`config.mk`:
```
export PLATFORM = sky130hd
export DESIGN_NAME = actuator_ramp_reverse_controller
export DESIGN_NICKNAME = d
export VERILOG_FILES = /design/src/hw/rtl/arrc_pkg.sv /design/src/hw/rtl/actuator_ramp_reverse_controller.sv
export SDC_FILE = /design/constraint.sdc
export NUM_CORES = 1
export LEC_CHECK = 0
export ABC_AREA = 1
export BUFFER_PORTS_ARGS = -buffer_cell sky130_fd_sc_hd__buf_2
export CORE_ASPECT_RATIO = 0.9
export CORE_UTILIZATION = 44
export DETAILED_ROUTE_END_ITERATION = 8
export PLACE_DENSITY_LB_ADDON = 0.08
export REMOVE_ABC_BUFFERS = 1
export SYNTH_ARGS = -nofsm -noshare
export SYNTH_HDL_FRONTEND = slang
export SYNTH_SLANG_ARGS = --single-unit
```
`constraint.sdc`:
```
create_clock -name clock -period 4.8 [get_ports clock]
set_input_delay 0.72 -clock clock [delete_from_list [all_inputs] [get_ports clock]]
set_output_delay 0.72 -clock clock [all_outputs]
set_load 0.03 [all_outputs]
```
`src/hw/rtl/arrc_pkg.sv`:
```
// Shared types, constants and helpers for the actuator ramp reverse controller.
package arrc_pkg;

   localparam int DUTY_BITS = 10;
   localparam int BTN_BITS  = 8;
   localparam int CSR_BITS  = 2;

   // Button bit positions
   localparam int BTN_EXTEND  = 4;
   localparam int BTN_POWER   = 5;
   localparam int BTN_RETRACT = 7;

   localparam logic [DUTY_BITS-1:0] RESET_STEP  = DUTY_BITS'(100);
   localparam logic [DUTY_BITS-1:0] RESET_LIMIT = DUTY_BITS'(400);
   localparam logic [DUTY_BITS-1:0] RESET_START = DUTY_BITS'(100);

   typedef enum logic [CSR_BITS-1:0] {
      CSR_RAMP_STEP  = 2'd0,
      CSR_DUTY_LIMIT = 2'd1,
      CSR_START_DUTY = 2'd2
   } csr_index_type;

   typedef enum logic [1:0] {
      MODE_STOPPED = 2'd0,
      MODE_RETRACT = 2'd1,
      MODE_EXTEND  = 2'd2
   } mode_type;

   typedef struct packed {
      logic [BTN_BITS-1:0] button_byte;
      logic                end_stop_high_switch;
      logic                end_stop_low_switch;
   } req_payload_type;

   typedef struct packed {
      logic [DUTY_BITS-1:0] extend_duty;
      logic [DUTY_BITS-1:0] retract_duty;
      logic [1:0]           mode_now;
      logic                 power_enabled;
   } rsp_payload_type;

   // Grow a ramp by one step, saturating at the limit.
   function automatic logic [DUTY_BITS-1:0] ramp_advance(
      input logic [DUTY_BITS-1:0] ramp,
      input logic [DUTY_BITS-1:0] step,
      input logic [DUTY_BITS-1:0] limit
   );
      logic [DUTY_BITS:0] sum;
      logic [DUTY_BITS-1:0] result;
      sum = {1'b0, ramp} + {1'b0, step};
      if (ramp < limit && sum <= {1'b0, limit}) begin
         result = sum[DUTY_BITS-1:0];
      end else begin
         result = limit;
      end
      return result;
   endfunction

   // Let the brake level fall by one step, clamped at zero.
   function automatic logic [DUTY_BITS-1:0] brake_fall(
      input logic [DUTY_BITS-1:0] level,
      input logic [DUTY_BITS-1:0] step
   );
      logic [DUTY_BITS-1:0] result;
      if (level > step) begin
         result = level - step;
      end else begin
         result = '0;
      end
      return result;
   endfunction

endpackage

```
`src/hw/rtl/actuator_ramp_reverse_controller.sv`:
```
// Top level of the actuator ramp reverse controller: button decode and one control step per beat.
module actuator_ramp_reverse_controller
   import arrc_pkg::*;
(
   input  logic                  clock,
   input  logic                  reset,
   input  logic                  req_valid,
   output logic                  req_stall,
   input  req_payload_type       req_payload,
   output logic                  rsp_valid,
   input  logic                  rsp_stall,
   output rsp_payload_type       rsp_payload,
   input  logic                  csr_write,
   input  logic [CSR_BITS-1:0]   csr_index,
   input  logic [DUTY_BITS-1:0]  csr_data
);

   // Each request beat is one control tick. The whole tick (edge decode, brake
   // load, ramp or brake update) is evaluated combinationally against the state
   // registers, and its result is captured in a single output register, so the
   // response appears in the cycle after acceptance. A new beat is taken every
   // cycle; the input stalls only while the output register holds a response
   // that is itself stalled.

   logic [DUTY_BITS-1:0] ramp_step_ff, duty_limit_ff, start_duty_ff;

   logic [BTN_BITS-1:0]  prev_buttons_ff, prev_buttons_in;
   mode_type             dir_mode_ff, dir_mode_in;
   mode_type             prev_mode_ff, prev_mode_in;
   mode_type             resume_dir_ff, resume_dir_in;
   logic                 power_ff, power_in;
   logic [DUTY_BITS-1:0] extend_ramp_ff, extend_ramp_in;
   logic [DUTY_BITS-1:0] retract_ramp_ff, retract_ramp_in;
   logic [DUTY_BITS-1:0] brake_ff, brake_in;
   logic [DUTY_BITS-1:0] extend_hold_ff, extend_hold_in;
   logic [DUTY_BITS-1:0] retract_hold_ff, retract_hold_in;

   logic                 rsp_valid_ff;
   rsp_payload_type      rsp_payload_ff;

   logic                 req_take;
   logic [BTN_BITS-1:0]  rise;
   mode_type             mode_sel;
   logic [DUTY_BITS-1:0] brake_sel;
   logic [DUTY_BITS-1:0] drive_ramp;
   logic                 stop_hi, stop_lo;

   assign req_stall = rsp_valid_ff && rsp_stall;
   assign req_take  = req_valid && !req_stall;
   assign rsp_valid   = rsp_valid_ff;
   assign rsp_payload = rsp_payload_ff;

   // Configuration registers
   always_ff @(posedge clock) begin
      if (reset) begin
         ramp_step_ff  <= RESET_STEP;
         duty_limit_ff <= RESET_LIMIT;
         start_duty_ff <= RESET_START;
      end else if (csr_write) begin
         unique case (csr_index)
            CSR_RAMP_STEP:  ramp_step_ff  <= csr_data;
            CSR_DUTY_LIMIT: duty_limit_ff <= csr_data;
            CSR_START_DUTY: start_duty_ff <= csr_data;
            default: ;
         endcase
      end
   end

   // One control tick
   always_comb begin
      stop_hi = req_payload.end_stop_high_switch;
      stop_lo = !stop_hi && req_payload.end_stop_low_switch;
      rise    = req_payload.button_byte & ~prev_buttons_ff;

      mode_sel = dir_mode_ff;
      if (rise[BTN_EXTEND]) begin
         mode_sel = MODE_EXTEND;
      end
      if (rise[BTN_RETRACT]) begin
         mode_sel = MODE_RETRACT;
      end
      power_in        = power_ff ^ rise[BTN_POWER];
      prev_buttons_in = req_payload.button_byte;

      // Load the old ramp as brake level on a reversal
      brake_sel = brake_ff;
      if (prev_mode_ff != mode_sel && prev_mode_ff != MODE_STOPPED &&
          mode_sel != MODE_STOPPED) begin
         if (prev_mode_ff == MODE_RETRACT) begin
            brake_sel = retract_ramp_ff;
         end else if (prev_mode_ff == MODE_EXTEND) begin
            brake_sel = extend_ramp_ff;
         end
      end
      prev_mode_in = mode_sel;

      dir_mode_in     = mode_sel;
      resume_dir_in   = resume_dir_ff;
      brake_in        = brake_sel;
      extend_ramp_in  = extend_ramp_ff;
      retract_ramp_in = retract_ramp_ff;
      extend_hold_in  = extend_hold_ff;
      retract_hold_in = retract_hold_ff;
      drive_ramp      = '0;

      if (power_in) begin
         case (mode_sel)
            MODE_RETRACT: begin
               extend_ramp_in = start_duty_ff;
               resume_dir_in  = MODE_RETRACT;
               if (brake_sel != '0) begin
                  extend_hold_in  = brake_sel;
                  retract_hold_in = '0;
                  brake_in        = brake_fall(brake_sel, ramp_step_ff);
               end else begin
                  drive_ramp      = stop_lo ? '0 : retract_ramp_ff;
                  retract_hold_in = drive_ramp;
                  extend_hold_in  = '0;
                  retract_ramp_in = ramp_advance(drive_ramp, ramp_step_ff, duty_limit_ff);
               end
            end
            MODE_EXTEND: begin
               retract_ramp_in = start_duty_ff;
               resume_dir_in   = MODE_EXTEND;
               if (brake_sel != '0) begin
                  retract_hold_in = brake_sel;
                  extend_hold_in  = '0;
                  brake_in        = brake_fall(brake_sel, ramp_step_ff);
               end else begin
                  drive_ramp      = stop_hi ? '0 : extend_ramp_ff;
                  extend_hold_in  = drive_ramp;
                  retract_hold_in = '0;
                  extend_ramp_in  = ramp_advance(drive_ramp, ramp_step_ff, duty_limit_ff);
               end
            end
            default: begin
               // No direction: resume the last one, duties hold
               dir_mode_in = resume_dir_ff;
            end
         endcase
      end else begin
         dir_mode_in     = MODE_STOPPED;
         extend_hold_in  = '0;
         retract_hold_in = '0;
         extend_ramp_in  = start_duty_ff;
         retract_ramp_in = start_duty_ff;
      end
   end

   always_ff @(posedge clock) begin
      if (reset) begin
         prev_buttons_ff <= '0;
         dir_mode_ff     <= MODE_STOPPED;
         prev_mode_ff    <= MODE_STOPPED;
         resume_dir_ff   <= MODE_EXTEND;
         power_ff        <= 1'b0;
         extend_ramp_ff  <= RESET_START;
         retract_ramp_ff <= RESET_START;
         brake_ff        <= '0;
         extend_hold_ff  <= '0;
         retract_hold_ff <= '0;
      end else if (req_take) begin
         prev_buttons_ff <= prev_buttons_in;
         dir_mode_ff     <= dir_mode_in;
         prev_mode_ff    <= prev_mode_in;
         resume_dir_ff   <= resume_dir_in;
         power_ff        <= power_in;
         extend_ramp_ff  <= extend_ramp_in;
         retract_ramp_ff <= retract_ramp_in;
         brake_ff        <= brake_in;
         extend_hold_ff  <= extend_hold_in;
         retract_hold_ff <= retract_hold_in;
      end
   end

   // Output register: load on every accepted beat, drop valid once taken
   always_ff @(posedge clock) begin
      if (reset) begin
         rsp_valid_ff <= 1'b0;
      end else if (req_take) begin
         rsp_valid_ff <= 1'b1;
      end else if (!rsp_stall) begin
         rsp_valid_ff <= 1'b0;
      end
   end

   always_ff @(posedge clock) begin
      if (req_take) begin
         rsp_payload_ff.extend_duty   <= extend_hold_in;
         rsp_payload_ff.retract_duty  <= retract_hold_in;
         rsp_payload_ff.mode_now      <= dir_mode_in;
         rsp_payload_ff.power_enabled <= power_in;
      end
   end

   a_power_off_quiet: assert property (@(posedge clock) disable iff (reset)
      rsp_valid && !rsp_payload.power_enabled |->
         rsp_payload.extend_duty == '0 && rsp_payload.retract_duty == '0 &&
         rsp_payload.mode_now == MODE_STOPPED)
      else $error("power off response with nonzero duty or active mode");

   a_one_leg: assert property (@(posedge clock) disable iff (reset)
      rsp_valid |-> rsp_payload.extend_duty == '0 || rsp_payload.retract_duty == '0)
      else $error("both bridge legs driven");

   a_power_on_moving: assert property (@(posedge clock) disable iff (reset)
      rsp_valid && rsp_payload.power_enabled |->
         rsp_payload.mode_now == MODE_RETRACT || rsp_payload.mode_now == MODE_EXTEND)
      else $error("power on response without a direction");

   a_take_loads_rsp: assert property (@(posedge clock) disable iff (reset)
      req_take |=> rsp_valid)
      else $error("accepted beat produced no response");

endmodule

```
# Yosys cells after proc, flatten, opt, wreduce, memory -nomap -nowiden
# Index checks and enable logic that the tools add are counted.
# classes
order_cmp	5
addsub	3
mux	31
reduce_logical	21
bitwise	3
eq_ne	11
# op_table
operator	n
2-to-1 mux 10 bit	20
one-hot mux 10 bit (2 select lines)	4
adder 10 x 10 -> 11 bit	2
<= comparator 11 x 10 -> 1 bit	2
less-than comparator 10 bit	2
greater-than comparator 10 bit	1
nonzero test 10 bit	1
subtractor 10 bit	1
AND reduction 3 bit	3
bitwise AND 8 bit	1
2-to-1 mux 2 bit	4
inverter 8 bit	1
logical AND 1 bit	7
== test 2 x 1 -> 1 bit, second input constant	3
== test 2 bit, second input constant	3
!= test 3 bit, second input constant	2
AND reduction 2 bit	3
nonzero test 2 bit	3
one-hot mux 2 bit (2 select lines)	1
!= test 3 x 1 -> 1 bit, second input constant	1
logical NOT 1 bit	2
logical NOT 2 bit	1
2-to-1 mux 1 bit	2
!= test 2 x 1 -> 1 bit, second input constant	1
other kinds (3)	3
# word_totals
output_inout_bits	25
word_cells	92
register_bits	119

# Longest topological paths before layout
# logic_depth
depth_word	13
ltp_mapped	33

# Least setup slack after synthesis
# OpenSTA, ideal clock, no wires.
# synth_path
path_kind	input -> register
startpoint	in req_payload[1] in the netlist's numbering
endpoint	reg extend_ramp_ff[7]
path_stages	24
slack_ns	0.916
path_buffers	2
setup_ns	0.112
arrival_ns	3.772
required_time_ns	4.688
cell_sequence	buf_1 > nor2_1 > ha_1 > inv_1 > o21bai_1 > nand2_1 > nand3_1 > xor2_1 > inv_1 > ha_1 > a21o_1 > nor2_1 > nand2_1 > nand2_1 > nand2_1 > nand2_1 > nand2_1 > a21oi_1 > nand3_1 > buf_2 > o21ai_0 > nor2_1 > nor2_1 > nor2_1
# synth_between
elab_chain_len	8
# synth_rtl
element	line_no	rtl
start: declaration	actuator_ramp_reverse_controller.sv:9	input req_payload_type req_payload,
2-to-1 mux 10 bit *	actuator_ramp_reverse_controller.sv:130	drive_ramp = stop_hi ? '0 : extend_ramp_ff;
adder 10 x 10 -> 11 bit	arrc_pkg.sv:50	sum = {1'b0, ramp} + {1'b0, step};
<= comparator 11 x 10 -> 1 bit	arrc_pkg.sv:51	if (ramp < limit && sum <= {1'b0, limit}) begin
logical AND 1 bit	arrc_pkg.sv:51	
2-to-1 mux 10 bit *	arrc_pkg.sv:51	
2-to-1 mux 10 bit *	actuator_ramp_reverse_controller.sv:125	if (brake_sel != '0) begin
one-hot mux 10 bit (2 select lines) *	actuator_ramp_reverse_controller.sv:107	case (mode_sel)
2-to-1 mux 10 bit *	actuator_ramp_reverse_controller.sv:106	if (power_in) begin
end signal: assignment	actuator_ramp_reverse_controller.sv:168	extend_ramp_ff <= extend_ramp_in;
end: declaration	actuator_ramp_reverse_controller.sv:32	logic [DUTY_BITS-1:0] extend_ramp_ff, extend_ramp_in;
# Every way passes the cells marked *; elsewhere a longest branch is shown, timed or not. The select of a mux whose other input is x is not followed.
# A chain may end at the register's enable or synchronous reset.

# Worst setup path in the final report
# layout_path
startpoint	in req_payload[1] in the netlist's numbering
endpoint	reg retract_ramp_ff[4]
# layout_between
elab_chain_len	10
# layout_rtl
element	line_no	rtl
logical NOT 1 bit *	actuator_ramp_reverse_controller.sv:72	stop_lo = !stop_hi && req_payload.end_stop_low_switch;
logical AND 1 bit *	actuator_ramp_reverse_controller.sv:72	
2-to-1 mux 10 bit *	actuator_ramp_reverse_controller.sv:116	drive_ramp = stop_lo ? '0 : retract_ramp_ff;
adder 10 x 10 -> 11 bit	arrc_pkg.sv:50	
<= comparator 11 x 10 -> 1 bit	arrc_pkg.sv:51	
logical AND 1 bit	arrc_pkg.sv:51	
2-to-1 mux 10 bit *	arrc_pkg.sv:51	
2-to-1 mux 10 bit *	actuator_ramp_reverse_controller.sv:111	if (brake_sel != '0) begin
one-hot mux 10 bit (2 select lines) *	actuator_ramp_reverse_controller.sv:107	
2-to-1 mux 10 bit *	actuator_ramp_reverse_controller.sv:106	
end signal: assignment	actuator_ramp_reverse_controller.sv:169	retract_ramp_ff <= retract_ramp_in;
end: declaration	actuator_ramp_reverse_controller.sv:33	logic [DUTY_BITS-1:0] retract_ramp_ff, retract_ramp_in;
# Marked as above.

==> results.json <==
{
  "period_minus_slack_ns": 4.00,
  "drt_wl_total_mm": 26.3,
  "hp-class": "flop to flop",
  "via_count": 8368,
  "cp_data_arrival_time_ns": 4.36,
  "p_sw_mw": 1.44,
  "place_inst": 1550,
  "switching_share_pct": 37.6,
  "power_density_mw_per_mm2": 406,
  "synth_area_per_cell_sq_um": 6.48,
  "pwr-share-seq_pct": 29.7,
  "cts_buffers": 17,
  "wl_per_cell_um": 16.7,
  "drt_iter0_drc": 777,
  "p_leak_nw": 4.88,
  "cts.sinks": 114,
  "synth-edff-count": 23,
  "crit_path_max_fanout": 11,
  "grtUsageTotal_pct": 27.7,
  "drive_above_1_share_pct": 10.8,
  "initial_core_util_pct": 45.0,
  "die_area_sq_mm": 0.0194,
  "ctsResizeCount": 0,
  "hpwl_mm": 20.4,
  "setup_viol": 0,
  "yosysWarnings": 0,
  "pre_cts_ws_ns": 0.447,
  "fmax_ghz": 0.250,
  "startpoint_type": "input pin",
  "ir_drop_v": 0.000244,
  "slew_headroom_pct": 17.5,
  "gp_congestion": 0.974,
  "clk-insertion-delay-late_ns": 0.43,
  "cellInternalPower_mw": 2.39,
  "hold_viol": 0,
  "synth-seq-cells": 114,
  "synth.area.top_cells": "dfxtp_1, nand2_1, ha_1",
  "hold_ws_ns": 0.457,
  "core_area_sq_mm": 0.0184,
  "drcViolationCount": 0,
  "critical_path.max_stage_delay_ns": 0.32,
  "layoutNonFillerInstCount": 1582,
  "clk_path_buf_depth": 2,
  "synth_most_common_cell": "nand2_1",
  "synthTopCellsByCount": "nand2_1, inv_1, nor2_1, o21ai_0, dfxtp_1",
  "status": "completed",
  "grt_pass1_vias": 7550,
  "rsz0062_at_grt": "no",
  "timing.final.crit_share_pct": 83.3,
  "antenna_left": 0,
  "ctsHoldBuffers": 0,
  "synth_top_cell_by_area": "dfxtp_1",
  "crit_required_ns": 5.16,
  "ys_seq_area_share_pct": 30.3,
  "nets": 1413,
  "clkPwrFrac_pct": 35.6,
  "via_per_inst": 5.29,
  "fin_skew_ns": 0.00808,
  "timing_max_transition_violations_final": 0,
  "grt_max_degree": 71,
  "crit_path_frequent_cell": "nand2_1",
  "syn_inst": 1278,
  "grt_pass1_wl_mm": 41.0,
  "htree_levels": 4,
  "slowest_stage": "nand2_1",
  "cts_tree": "built",
  "finish.utilization_pct": 51.2,
  "synth_cell_types": 45,
  "synthToLayoutAreaGrowth_pct": 13.8,
  "cp-end-kind": "flop",
  "worst_slew_pin_slew_ns": 1.23,
  "cap_violations": 0,
  "clockRootBuffer": "clkbuf_16",
  "grt_overflow": 0,
  "firstDrtPassIters": 5,
  "finalWorstSetupSlack_ns": 0.801,
  "synth_area_sq_mm": 0.00829,
  "n_antenna_cell": 0,
  "synth-main-ff-cell": "dfxtp_1",
  "combPwrFrac_pct": 34.7,
  "power_mw": 3.83,
  "path_class": "input pin to flop",
  "yosys.area.top_type_share_pct": 22.0,
  "die_w_um": 147,
  "cts_setup_buffers": 0,
  "io-pin-count": 52,
  "rows": 47,
  "async_flop_share_pct": 0,
  "antenna_found_initial": 0,
  "portBuffers": 46,
  "clk_pin_slew_ns": 0.05,
  "dieHeight_um": 132
}
==> final timing paths <==
kind                                    startpoint                  to  slack, ns  depth (start not counted)
worst max-delay path                req_payload[1]  retract_ramp_ff[4]       0.80                         30
worst min register to register  prev_buttons_ff[4]  prev_buttons_ff[4]       0.46                          2
worst max register to register  prev_buttons_ff[7]         brake_ff[9]       0.95                         24
worst min-delay path            prev_buttons_ff[4]  prev_buttons_ff[4]       0.46                          2
==> through the flow <==
stage                     TNS [ns]  area [sq um]
after global routing             0          9430
after floorplan              -2.28          8070
after global placement           0          8800
final                            0          9430
after detailed placement         0          8800
after CTS                        0          9430
==> power by group through the flow <==
stage	registers (mW)	clock network, mW	logic (mW)
6_report	1.14	1.36	1.33
5_1_grt	1.14	1.42	1.50
4_1_cts	1.13	1.38	1.31
3_5_place_dp	1.15	0	1.31
3_3_place_gp	1.15	0	1.30
2_1_floorplan	1.18	0	0.892
==> area by class of cell <==
type	instances	area (sq um)
Fill cell	1929	8980
Multi-Input combinational cell	936	4870
Sequential cell	114	2510
Inverter	185	697
Clock buffer	17	425
Timing Repair Buffer	70	410
Tap cell	245	307
Clock inverter	15	208
==> cells by family (layout without fill, tap and decap cells) <==
kind of cell,count (synthesis),in the layout,share of synthesized area [%]
buf+inv,228,287,11.0
compound gates,235,235,15.8
simple gates,622,622,31.7
xor+xnor,17,17,1.80
flops,114,114,30.3
fa+ha+maj,62,62,9.45
==> critical path, delay by kind of cell <==
kind	cells	cell delay [ns]
and+or+nand+nor	19	1.82
buffers and inverters	6	0.70
adders and majority gates	3	0.67
AOI/OAI and AO/OA	2	0.44
==> placed cells by master (no fill, tap or decap), drive strengths merged <==
cell type,n
a211oi,1
a21boi,1
a21o,4
a21oi,85
a31oi,7
and2,1
and3,1
buf,70
bufinv,4
clkbuf,17
clkinv,10
clkinvlp,3
dfxtp,91
edfxtp,23
fa,1
ha,61
inv,183
nand2,341
nand3,74
nand3b,3
nand4,21
nor2,174
nor3,5
nor4,1
o2111ai,2
o211ai,6
o21a,1
o21ai,107
o21bai,16
o221ai,2
o22ai,3
or2,1
xnor2,4
xor2,13
==> layer usage <==
metal	GRT usage, %	vias up	part of all wire (%)
met5	0	-	0
li1	-	4230	-
met2	39.8	303	42
met3	6.71	50	8.5
met4	9.61	0	2.8
met1	40.1	3785	47
==> sequential cells by signal, summed over array words and instances (netlist names) <==
| signal | flops |
|---|---|
| rsp_payload | 23 |
| brake_ff | 10 |
| duty_limit_ff | 10 |
| extend_hold_ff | 10 |
| extend_ramp_ff | 10 |
| ramp_step_ff | 10 |
| retract_hold_ff | 10 |
| retract_ramp_ff | 10 |
| start_duty_ff | 10 |
| prev_buttons_ff | 3 |
| dir_mode_ff | 2 |
| prev_mode_ff | 2 |
| resume_dir_ff | 2 |
| power_ff | 1 |
| rsp_valid | 1 |
No activity file was read; power rests on OpenSTA's default activity.
